`src/rtl/core/tksb_pkg.sv`:
```
// ----------------------------------------------------------------------------
// tksb_pkg: shared types for the top-k score board
// Entry layout, result word layout, command codes and memory control group.
// ----------------------------------------------------------------------------
package tksb_pkg;

  // command codes carried in the input tuser
  localparam logic CMD_ADD  = 1'b0;
  localparam logic CMD_READ = 1'b1;

  // widths fixed by the interface
  localparam int SCORE_W = 16;
  localparam int TAG_W   = 32;
  localparam int LEVEL_W = 2;
  localparam int COUNT_W = 5;
  localparam int RANK_W  = 4;
  localparam int FILL_W  = 5;

  // most entries one read returns
  localparam int MAX_READ = 16;

  // one board entry
  typedef struct packed {
    logic [LEVEL_W-1:0] level;
    logic [TAG_W-1:0]   tag;
    logic [SCORE_W-1:0] score;
  } entry_t;

  // one result word
  typedef struct packed {
    logic               entry_valid;
    logic               placed;
    logic [RANK_W-1:0]  rank;
    entry_t             entry;
    logic [FILL_W-1:0]  fill;
    logic               last;
  } result_t;

  // board memory port enables
  typedef struct packed {
    logic wr_en;
    logic rd_en;
  } mem_ctl_t;

endpackage

```
`src/rtl/core/tksb_board_mem.sv`:
```
// ----------------------------------------------------------------------------
// tksb_board_mem: board entry storage
// One write port and one read port, read data registered.
// ----------------------------------------------------------------------------
module tksb_board_mem
  import tksb_pkg::*;
#(
  parameter int BOARD_DEPTH = 16,
  parameter int IDX_W       = 4
) (
  input  logic             clk,
  input  mem_ctl_t         ctl,
  input  logic [IDX_W-1:0] wr_addr,
  input  entry_t           wr_data,
  input  logic [IDX_W-1:0] rd_addr,
  output entry_t           rd_data
);

  entry_t mem [BOARD_DEPTH];

  // write port
  always_ff @(posedge clk) begin
    if (ctl.wr_en) begin
      mem[wr_addr] <= wr_data;
    end
  end

  // read port, data holds while no read is issued
  always_ff @(posedge clk) begin
    if (ctl.rd_en) begin
      rd_data <= mem[rd_addr];
    end
  end

endmodule

```
`src/rtl/core/tksb_ctrl.sv`:
```
// ----------------------------------------------------------------------------
// tksb_ctrl: board sequencer
// Inserts entries by walking up from the bottom of the board, one read and
// one shifted write per cycle, and streams the top entries out for reads.
// ----------------------------------------------------------------------------
module tksb_ctrl
  import tksb_pkg::*;
#(
  parameter int BOARD_DEPTH = 16,
  parameter int IDX_W       = 4,
  parameter int CNT_W       = 5
) (
  input  logic               clk,
  input  logic               rst,
  // item side
  input  logic               in_valid,
  output logic               in_ready,
  input  logic               in_cmd,
  input  entry_t             in_entry,
  input  logic [COUNT_W-1:0] in_count,
  // board memory
  output mem_ctl_t           mem_ctl,
  output logic [IDX_W-1:0]   wr_addr,
  output entry_t             wr_data,
  output logic [IDX_W-1:0]   rd_addr,
  input  entry_t             rd_data,
  // result side
  output logic               res_valid,
  input  logic               res_ready,
  output result_t            res_out
);

  localparam int NW = (CNT_W > COUNT_W) ? CNT_W : COUNT_W;
  localparam logic [CNT_W-1:0] DEPTH_C  = CNT_W'(BOARD_DEPTH);
  localparam logic [IDX_W-1:0] LAST_IDX = IDX_W'(BOARD_DEPTH - 1);
  localparam logic [NW-1:0]    MAX_N    = NW'(MAX_READ);

  typedef enum logic [5:0] {
    S_IDLE    = 6'b000001,
    S_FULLCHK = 6'b000010,
    S_SHIFT   = 6'b000100,
    S_PLACE   = 6'b001000,
    S_RD      = 6'b010000,
    S_REPORT  = 6'b100000
  } state_t;

  state_t           state, state_next;
  logic [IDX_W-1:0] slot, slot_next;
  logic [CNT_W-1:0] fill, fill_next;
  logic [CNT_W-1:0] n_reg, n_next;
  logic [CNT_W-1:0] iss, iss_next;
  logic             rd_pend, pend_next;
  logic [IDX_W-1:0] rd_rank, rank_next;
  result_t          res, res_next;
  entry_t           cur_entry;

  logic             accept;
  logic [CNT_W-1:0] fill_m1;
  logic [CNT_W-1:0] fill_inc;
  logic [IDX_W+RANK_W-1:0] slot_wide;
  logic [IDX_W+RANK_W-1:0] pend_wide;
  logic [CNT_W+FILL_W-1:0] fill_wide;
  logic [CNT_W+FILL_W-1:0] inc_wide;
  logic [NW-1:0]    cnt_w, fill_w, nmin, nclip;
  logic [CNT_W-1:0] pend_pos;
  logic             stream_last;
  logic             issue, load;
  result_t          res_add, res_empty, res_stream;

  assign accept   = in_valid && in_ready;
  assign in_ready = (state == S_IDLE);
  assign fill_m1  = fill - CNT_W'(1);
  assign fill_inc = (fill == DEPTH_C) ? fill : fill + CNT_W'(1);

  // narrow rank and fill views for the result word
  assign slot_wide = {{RANK_W{1'b0}}, slot};
  assign pend_wide = {{RANK_W{1'b0}}, rd_rank};
  assign fill_wide = {{FILL_W{1'b0}}, fill};
  assign inc_wide  = {{FILL_W{1'b0}}, fill_inc};

  // read length clipped to fill and to the result limit
  assign cnt_w  = NW'(in_count);
  assign fill_w = NW'(fill);
  assign nmin   = (cnt_w < fill_w) ? cnt_w : fill_w;
  assign nclip  = (nmin > MAX_N) ? MAX_N : nmin;

  // streaming read bookkeeping
  assign pend_pos    = CNT_W'(rd_rank) + CNT_W'(1);
  assign stream_last = (pend_pos == n_reg);
  assign load        = rd_pend && res_ready;
  assign issue       = (iss != n_reg) && (!rd_pend || res_ready);

  // candidate result words
  always_comb begin
    res_add             = '0;
    res_add.entry_valid = 1'b1;
    res_add.placed      = 1'b1;
    res_add.rank        = slot_wide[RANK_W-1:0];
    res_add.entry       = cur_entry;
    res_add.fill        = inc_wide[FILL_W-1:0];
    res_add.last        = 1'b1;

    res_empty      = '0;
    res_empty.fill = fill_wide[FILL_W-1:0];
    res_empty.last = 1'b1;

    res_stream             = '0;
    res_stream.entry_valid = 1'b1;
    res_stream.rank        = pend_wide[RANK_W-1:0];
    res_stream.entry       = rd_data;
    res_stream.fill        = fill_wide[FILL_W-1:0];
    res_stream.last        = stream_last;
  end

  // sequencer
  always_comb begin
    state_next = state;
    slot_next  = slot;
    fill_next  = fill;
    n_next     = n_reg;
    iss_next   = iss;
    pend_next  = rd_pend;
    rank_next  = rd_rank;
    res_next   = res;
    mem_ctl    = '0;
    wr_addr    = slot;
    wr_data    = cur_entry;
    rd_addr    = '0;

    unique case (state)
      S_IDLE: begin
        if (accept) begin
          if (in_cmd == CMD_ADD) begin
            if (fill == '0) begin
              slot_next  = '0;
              state_next = S_PLACE;
            end else if (fill == DEPTH_C) begin
              mem_ctl.rd_en = 1'b1;
              rd_addr       = LAST_IDX;
              state_next    = S_FULLCHK;
            end else begin
              slot_next     = fill[IDX_W-1:0];
              mem_ctl.rd_en = 1'b1;
              rd_addr       = fill_m1[IDX_W-1:0];
              state_next    = S_SHIFT;
            end
          end else begin
            n_next    = nclip[CNT_W-1:0];
            iss_next  = '0;
            pend_next = 1'b0;
            if (nclip == '0) begin
              res_next   = res_empty;
              state_next = S_REPORT;
            end else begin
              state_next = S_RD;
            end
          end
        end
      end

      // bottom entry read back: replace it only on a strictly higher score
      S_FULLCHK: begin
        if (cur_entry.score > rd_data.score) begin
          slot_next     = LAST_IDX;
          mem_ctl.rd_en = 1'b1;
          rd_addr       = LAST_IDX - IDX_W'(1);
          state_next    = S_SHIFT;
        end else begin
          res_next   = res_empty;
          state_next = S_REPORT;
        end
      end

      // entry above the slot is in rd_data: stop or move it down
      S_SHIFT: begin
        mem_ctl.wr_en = 1'b1;
        wr_addr       = slot;
        if (rd_data.score >= cur_entry.score) begin
          wr_data    = cur_entry;
          res_next   = res_add;
          fill_next  = fill_inc;
          state_next = S_REPORT;
        end else begin
          wr_data = rd_data;
          if (slot == IDX_W'(1)) begin
            slot_next  = '0;
            state_next = S_PLACE;
          end else begin
            slot_next     = slot - IDX_W'(1);
            mem_ctl.rd_en = 1'b1;
            rd_addr       = slot - IDX_W'(2);
          end
        end
      end

      // new entry lands at the top slot
      S_PLACE: begin
        mem_ctl.wr_en = 1'b1;
        wr_addr       = slot;
        wr_data       = cur_entry;
        res_next      = res_add;
        fill_next     = fill_inc;
        state_next    = S_REPORT;
      end

      // one read in flight at most, held in the memory read register
      S_RD: begin
        if (issue) begin
          mem_ctl.rd_en = 1'b1;
          rd_addr       = iss[IDX_W-1:0];
          iss_next      = iss + CNT_W'(1);
          pend_next     = 1'b1;
          rank_next     = iss[IDX_W-1:0];
        end else if (load) begin
          pend_next = 1'b0;
        end
        if (load && stream_last) begin
          state_next = S_IDLE;
        end
      end

      S_REPORT: begin
        if (res_ready) begin
          state_next = S_IDLE;
        end
      end

      default: begin
        state_next = S_IDLE;
      end
    endcase
  end

  // result toward the output stage
  assign res_valid = (state == S_REPORT) || ((state == S_RD) && rd_pend);
  assign res_out   = (state == S_RD) ? res_stream : res;

  // control state
  always_ff @(posedge clk) begin
    if (rst) begin
      state   <= S_IDLE;
      fill    <= '0;
      rd_pend <= 1'b0;
      iss     <= '0;
      n_reg   <= '0;
    end else begin
      state   <= state_next;
      fill    <= fill_next;
      rd_pend <= pend_next;
      iss     <= iss_next;
      n_reg   <= n_next;
    end
  end

  // payload state
  always_ff @(posedge clk) begin
    slot    <= slot_next;
    rd_rank <= rank_next;
    res     <= res_next;
    if (accept) begin
      cur_entry <= in_entry;
    end
  end

  // checks
  a_fill_bound: assert property (@(posedge clk) disable iff (rst)
    fill <= DEPTH_C)
    else $error("fill count beyond board depth");

  a_idle_no_pend: assert property (@(posedge clk) disable iff (rst)
    state == S_IDLE |-> !rd_pend)
    else $error("read data left pending in idle");

  a_issue_bound: assert property (@(posedge clk) disable iff (rst)
    state == S_RD |-> iss <= n_reg)
    else $error("more reads issued than requested");

  a_write_states: assert property (@(posedge clk) disable iff (rst)
    mem_ctl.wr_en |-> (state == S_SHIFT || state == S_PLACE))
    else $error("board written outside an insert");

  a_fill_steady_on_read: assert property (@(posedge clk) disable iff (rst)
    (state == S_RD || state == S_REPORT) |=> $stable(fill))
    else $error("fill changed while reporting");

endmodule

```
`src/rtl/core/tksb_out_stage.sv`:
```
// ----------------------------------------------------------------------------
// tksb_out_stage: result output register
// Holds one result word so the sequencer is decoupled from the consumer.
// ----------------------------------------------------------------------------
module tksb_out_stage
  import tksb_pkg::*;
(
  input  logic    clk,
  input  logic    rst,
  input  logic    in_valid,
  output logic    in_ready,
  input  result_t in_data,
  output logic    out_valid,
  input  logic    out_ready,
  output result_t out_data
);

  assign in_ready = !out_valid || out_ready;

  // valid flag
  always_ff @(posedge clk) begin
    if (rst) begin
      out_valid <= 1'b0;
    end else if (in_ready) begin
      out_valid <= in_valid;
    end
  end

  // word register
  always_ff @(posedge clk) begin
    if (in_ready && in_valid) begin
      out_data <= in_data;
    end
  end

endmodule

```
`src/rtl/core/top_k_score_board_unit.sv`:
```
// ----------------------------------------------------------------------------
// top_k_score_board_unit: top-k score board
// Keeps up to BOARD_DEPTH entries sorted by descending score in a board
// memory; add words insert an entry, read words stream out the top entries.
//
// channel   dir  handshake                   contents
// s_axis    in   s_axis_tvalid/tready        tuser: command; tdata: entry, count
// m_axis    out  m_axis_tvalid/tready        tuser: flags; tdata: result; tlast
//
// add: entries below the new one move down a slot at a time, after a bottom
//   check on a full board, paced by the one read and one write port of the
//   board memory; an add dropped on a full board returns an empty result
// read: one result per cycle while the output register accepts, from the
//   registered read port; a read that returns nothing gives one empty result
// reset clears the fill count and control; board contents stay undefined
// the output register holds a word while m_axis_tready is low; input waits
// until the current word's last result has been handed over
// ----------------------------------------------------------------------------
module top_k_score_board_unit
  import tksb_pkg::*;
#(
  parameter int BOARD_DEPTH = 16
) (
  input  logic        clk,
  input  logic        rst,
  input  logic        s_axis_tvalid,
  output logic        s_axis_tready,
  input  logic [55:0] s_axis_tdata,  // new_score, record_tag, level, read_count
  input  logic [0:0]  s_axis_tuser,  // command
  output logic        m_axis_tvalid,
  input  logic        m_axis_tready,
  output logic [63:0] m_axis_tdata,  // rank, out_score, out_tag, out_level, fill
  output logic [1:0]  m_axis_tuser,  // entry_valid, placed
  output logic        m_axis_tlast
);

  localparam int IDX_W = $clog2(BOARD_DEPTH);
  localparam int CNT_W = $clog2(BOARD_DEPTH + 1);

  entry_t             in_entry;
  logic [COUNT_W-1:0] in_count;
  mem_ctl_t           mem_ctl;
  logic [IDX_W-1:0]   wr_addr;
  logic [IDX_W-1:0]   rd_addr;
  entry_t             wr_data;
  entry_t             rd_data;
  logic               res_valid;
  logic               res_ready;
  result_t            res;
  result_t            out_word;

  // input word unpacking
  assign in_entry.score = s_axis_tdata[15:0];
  assign in_entry.tag   = s_axis_tdata[47:16];
  assign in_entry.level = s_axis_tdata[49:48];
  assign in_count       = s_axis_tdata[54:50];

  tksb_ctrl #(
    .BOARD_DEPTH (BOARD_DEPTH),
    .IDX_W       (IDX_W),
    .CNT_W       (CNT_W)
  ) u_ctrl (
    .clk       (clk),
    .rst       (rst),
    .in_valid  (s_axis_tvalid),
    .in_ready  (s_axis_tready),
    .in_cmd    (s_axis_tuser[0]),
    .in_entry  (in_entry),
    .in_count  (in_count),
    .mem_ctl   (mem_ctl),
    .wr_addr   (wr_addr),
    .wr_data   (wr_data),
    .rd_addr   (rd_addr),
    .rd_data   (rd_data),
    .res_valid (res_valid),
    .res_ready (res_ready),
    .res_out   (res)
  );

  tksb_board_mem #(
    .BOARD_DEPTH (BOARD_DEPTH),
    .IDX_W       (IDX_W)
  ) u_mem (
    .clk     (clk),
    .ctl     (mem_ctl),
    .wr_addr (wr_addr),
    .wr_data (wr_data),
    .rd_addr (rd_addr),
    .rd_data (rd_data)
  );

  tksb_out_stage u_out (
    .clk       (clk),
    .rst       (rst),
    .in_valid  (res_valid),
    .in_ready  (res_ready),
    .in_data   (res),
    .out_valid (m_axis_tvalid),
    .out_ready (m_axis_tready),
    .out_data  (out_word)
  );

  // output word packing
  assign m_axis_tdata = {5'b0, out_word.fill, out_word.entry.level, out_word.entry.tag,
                         out_word.entry.score, out_word.rank};
  assign m_axis_tuser = {out_word.placed, out_word.entry_valid};
  assign m_axis_tlast = out_word.last;

endmodule

```
`config.mk`:
```
export PLATFORM = sky130hd
export DESIGN_NAME = top_k_score_board_unit
export DESIGN_NICKNAME = d
export VERILOG_FILES = /design/src/rtl/core/tksb_pkg.sv /design/src/rtl/core/tksb_board_mem.sv /design/src/rtl/core/tksb_ctrl.sv /design/src/rtl/core/tksb_out_stage.sv /design/src/rtl/core/top_k_score_board_unit.sv
export SDC_FILE = /design/constraint.sdc
export NUM_CORES = 1
export LEC_CHECK = 0
export BUFFER_PORTS_ARGS = -buffer_cell sky130_fd_sc_hd__buf_4
export CORE_MARGIN = 2
export CORE_UTILIZATION = 30
export CTS_BUF_LIST = sky130_fd_sc_hd__clkbuf_2
export DETAILED_ROUTE_END_ITERATION = 6
export SYNTH_ARGS = -nofsm -noshare
export SYNTH_HDL_FRONTEND = slang
export SYNTH_SLANG_ARGS = --single-unit
```
`constraint.sdc`:
```
create_clock -name clk -period 26.7 [get_ports clk]
set_clock_uncertainty 0.15 [all_clocks]
set_input_delay 6.675 -clock clk [delete_from_list [all_inputs] [get_ports clk]]
set_output_delay 6.675 -clock clk [all_outputs]
set_load 0.02 [all_outputs]
```
==> flow_summary.json <==
{
  "dominantRegCellSynth": "edfxtp_1",
  "setup_ws_pre_cts_ns": 15.30,
  "grt_start_max_net_pins": 220,
  "gr-usage-all-layers_pct": 13.82,
  "worst_reg2reg_startpoint": "u_ctrl.cur_entry[10]",
  "drv_cap": 0,
  "fp.dieArea_mm2": 0.1430,
  "finalWorstSetupSlack_ns": 16.96,
  "synthArstFlopShare_pct": 0,
  "holdCritPathClass": "flip-flop to flip-flop",
  "rows": 137,
  "largest-register": "u_mem.mem",
  "synthesis.instances": 2906,
  "wl_met2_mm": 49.97,
  "critical-path-max-stage-delay_ns": 0.48,
  "timing_worst_setup_path_type": "flip-flop to output port",
  "starting_density_pct": 30.17,
  "per_cell_routed_wire_length_um": 19.35,
  "post-synth-top-count-cell": "edfxtp_1",
  "cts-buffers-inserted": 234,
  "clock_slew_at_reported_path_ffs_ns": 0.11,
  "worst_vdd_rail_ir_drop_uv": 59.87,
  "report.final.setup_viol": 0,
  "clock_sink_count": 1053,
  "detailedRoute.firstIterationViolations": 1894,
  "detail_route_antenna_nets": 0,
  "netlist_top_cells_area": "edfxtp_1, nand2_1, a32oi_1",
  "fmax_ghz": 0.1027,
  "sort_of_element_at_the_end_of_the_critical_path": "output port",
  "biggestRegsByFlops": "u_mem.mem: 800 flops, u_out.out_data: 62 flops, u_ctrl.res: 60 flops",
  "synth_top_cell_by_area": "edfxtp_1",
  "ctsLongestPathBuffers": 3,
  "rsz0062_at_grt": "false",
  "met1Wirelength_mm": 42.32,
  "ys_seq_area_share_pct": 74.76,
  "max-slew-margin-rel_pct": 26.19,
  "period_minus_slack_ns": 9.737,
  "status": "complete, but fails checks",
  "nFillCells": 13720,
  "setup.worst_path.start": "u_ctrl.state[4]",
  "post_cts_resized": 0,
  "synthToLayoutAreaGrowth_pct": 12.01,
  "cts_post_setup_buffers_inserted": 0,
  "final_routed_drc_violation_total": 5,
  "fraction_of_final_layout_cells_with_drive_strength_greater_than_1_pct": 20.16,
  "top_layer_in_use": "met5",
  "timing.reg2reg.setup_slack_ns": 21.18,
  "period_share_pct": 36.47,
  "failed_checks": "DRC",
  "worstMarginPinSlew_ns": 1.107,
  "cells_along_the_critical_path": "nor2_2 > nand4b_2 > inv_1 > buf_4",
  "die_y_um": 378.1,
  "tritoncts": "yes",
  "required_ns": 19.88,
  "critPathMaxFanout": 13,
  "ys_types": 62,
  "vias_per_cell": 4.802,
  "cp_num_buf_inv": 2,
  "post_cts_hold_buffer_count": 0,
  "clkLatencyLatePin_ns": 1.61,
  "dp_hpwl_mm": 49.25,
  "synthesis.area_mm2": 0.04199,
  "largest_reg_flops": 800,
  "final.setup.tns_ns": 0,
  "fp.coreArea_mm2": 0.1392,
  "critPathCapture": "s_axis_tready",
  "globalRouteOverflowTotal": 0,
  "cpLargestDelayFamily": "simple AND/OR/NAND/NOR gates",
  "wl_met3_mm": 5.741,
  "multi_input_comb_area_mm2": 0.009669,
  "timing_max_transition_violations_final": 0,
  "ys_seq_elements": 1053,
  "reg2reg_to": "u_mem.rd_data[18]",
  "drt_first_pass_iters": 7,
  "gp_congestion": 0.7305,
  "grt_first_pass_wirelength_mm": 149.3,
  "timing.reg2reg.worst_path_depth": 11,
  "worstSetupPathDepth": 4,
  "nNetsFinal": 3209,
  "crit_path_top_delay_cell": "dfxtp_1",
  "yosys.area.top_type_share_pct": 73.66,
  "ios": 130,
  "wirelength_mm": 100.3,
  "startpoint_type": "flip-flop",
  "finalHoldViolCount": 0,
  "final_non_filler_cell_area_mm2": 0.04703,
  "number_of_antenna_violations_at_the_first_check_in_global_routing": 7,
  "synth-warning-count": 0,
  "vias": 24892,
  "x_dimension_of_the_die_um": 378.1,
  "sequential_cell_area_mm2": 0.03139,
  "grt_pass1_vias": 24856,
  "leakage_nw": 15.47,
  "ranking_of_synthesized_cells_by_instance_count": "edfxtp_1, nand2_1, a21oi_1",
  "dpl-instance-area_mm2": 0.04478,
  "port_buffers": 123,
  "critical_path_arrival_ns": 2.91,
  "cts-htree-levels": 4,
  "pwr_density_cell_mw_per_mm2": 72.76,
  "root_buffer": "clkbuf_2",
  "synth_edf_count": 1030,
  "syn-mean-instance-area_um2": 14.45
}
cells in the final DEF (no fill, tap or decap), types with 31 or more instances in the layout:
cell type	n
edfxtp_1	1030
ha_1	31
nand2_1	707
clkbuf_2	331
a32oi_1	200
a21oi_1	232
a22oi_1	101
clkinv_1	60
buf_4	162
mux2_2	91
o21ai_0	39
and2_1	52
per-stage QoR:
stage / power (mW) / std cells / hold slack (ns) / util (%)
floorplan: 2.307 / 2910 / 0.3183 / -
finish: 3.422 / 5184 / 0.3731 / 33.79
CTS: 3.471 / 5180 / 0.3663 / 33.78
global placement: 2.430 / 4757 / 0.3423 / 32.18
detailed placement: 2.438 / 4757 / 0.3643 / 32.18
global route: 3.580 / 5183 / 0.3968 / 33.79
tightest hold or removal path: cells and delay by family, from the launching register on:
family / cells / cell delay (ns)
compound gates: 1 / 0.06
flops: 1 / 0.36
simple gates: 1 / 0.07
where the power goes:
| part | leakage (nW) | internal [mW] | total [mW] | switching (mW) |
|---|---|---|---|---|
| combinational | 4.31 | 0.0980 | 0.333 | 0.235 |
| clock | 1.65 | 0.408 | 1.03 | 0.624 |
| sequential | 9.51 | 2.02 | 2.06 | 0.0392 |
kinds of logic after synthesis:
group	count (synthesis)	synth area share (%)
other	1	0.008931
AND/OR/NAND/NOR	878	8.793
adder cells (fa/ha/maj)	31	0.9237
XOR/XNOR	24	0.5006
multiplexers	98	2.607
flip-flops	1053	74.76
buffers and inverters	221	2.664
AO/OA/AOI/OAI	600	9.744
area by class of cell:
cell class / instances / area share (%)
Sequential cell: 1053 / 66.74
Inverter: 27 / 0.2155
Clock inverter: 92 / 1.234
Multi-Input combinational cell: 1636 / 20.56
Timing Repair Buffer: 165 / 2.714
Tap cell: 1876 / 4.991
Antenna cell: 4 / 0.02128
Clock buffer: 331 / 3.522
layer usage:
metal | vias to the layer above | GRT usage, %
met5 | - | 0
met4 | 10 | 5.074
met3 | 165 | 3.029
met2 | 718 | 23.79
met1 | 12420 | 16.94
li1 | 11579 | -
worst min-delay path by stage:
stage | start | end | slack (ns) | cells past startpoint
after CTS | u_ctrl.res[45] | u_out.out_data[45] | 0.37 | 1
after global placement | u_ctrl.n_reg[2] | u_ctrl.n_reg[2] | 0.34 | 2
after detailed placement | u_ctrl.n_reg[2] | u_ctrl.n_reg[2] | 0.36 | 2
after floorplan | u_ctrl.n_reg[2] | u_ctrl.n_reg[2] | 0.32 | 2
after global routing | u_ctrl.n_reg[2] | u_ctrl.n_reg[2] | 0.40 | 2
final | u_ctrl.n_reg[2] | u_ctrl.n_reg[2] | 0.37 | 2
Note: power is estimated with default switching activity, not from simulation.
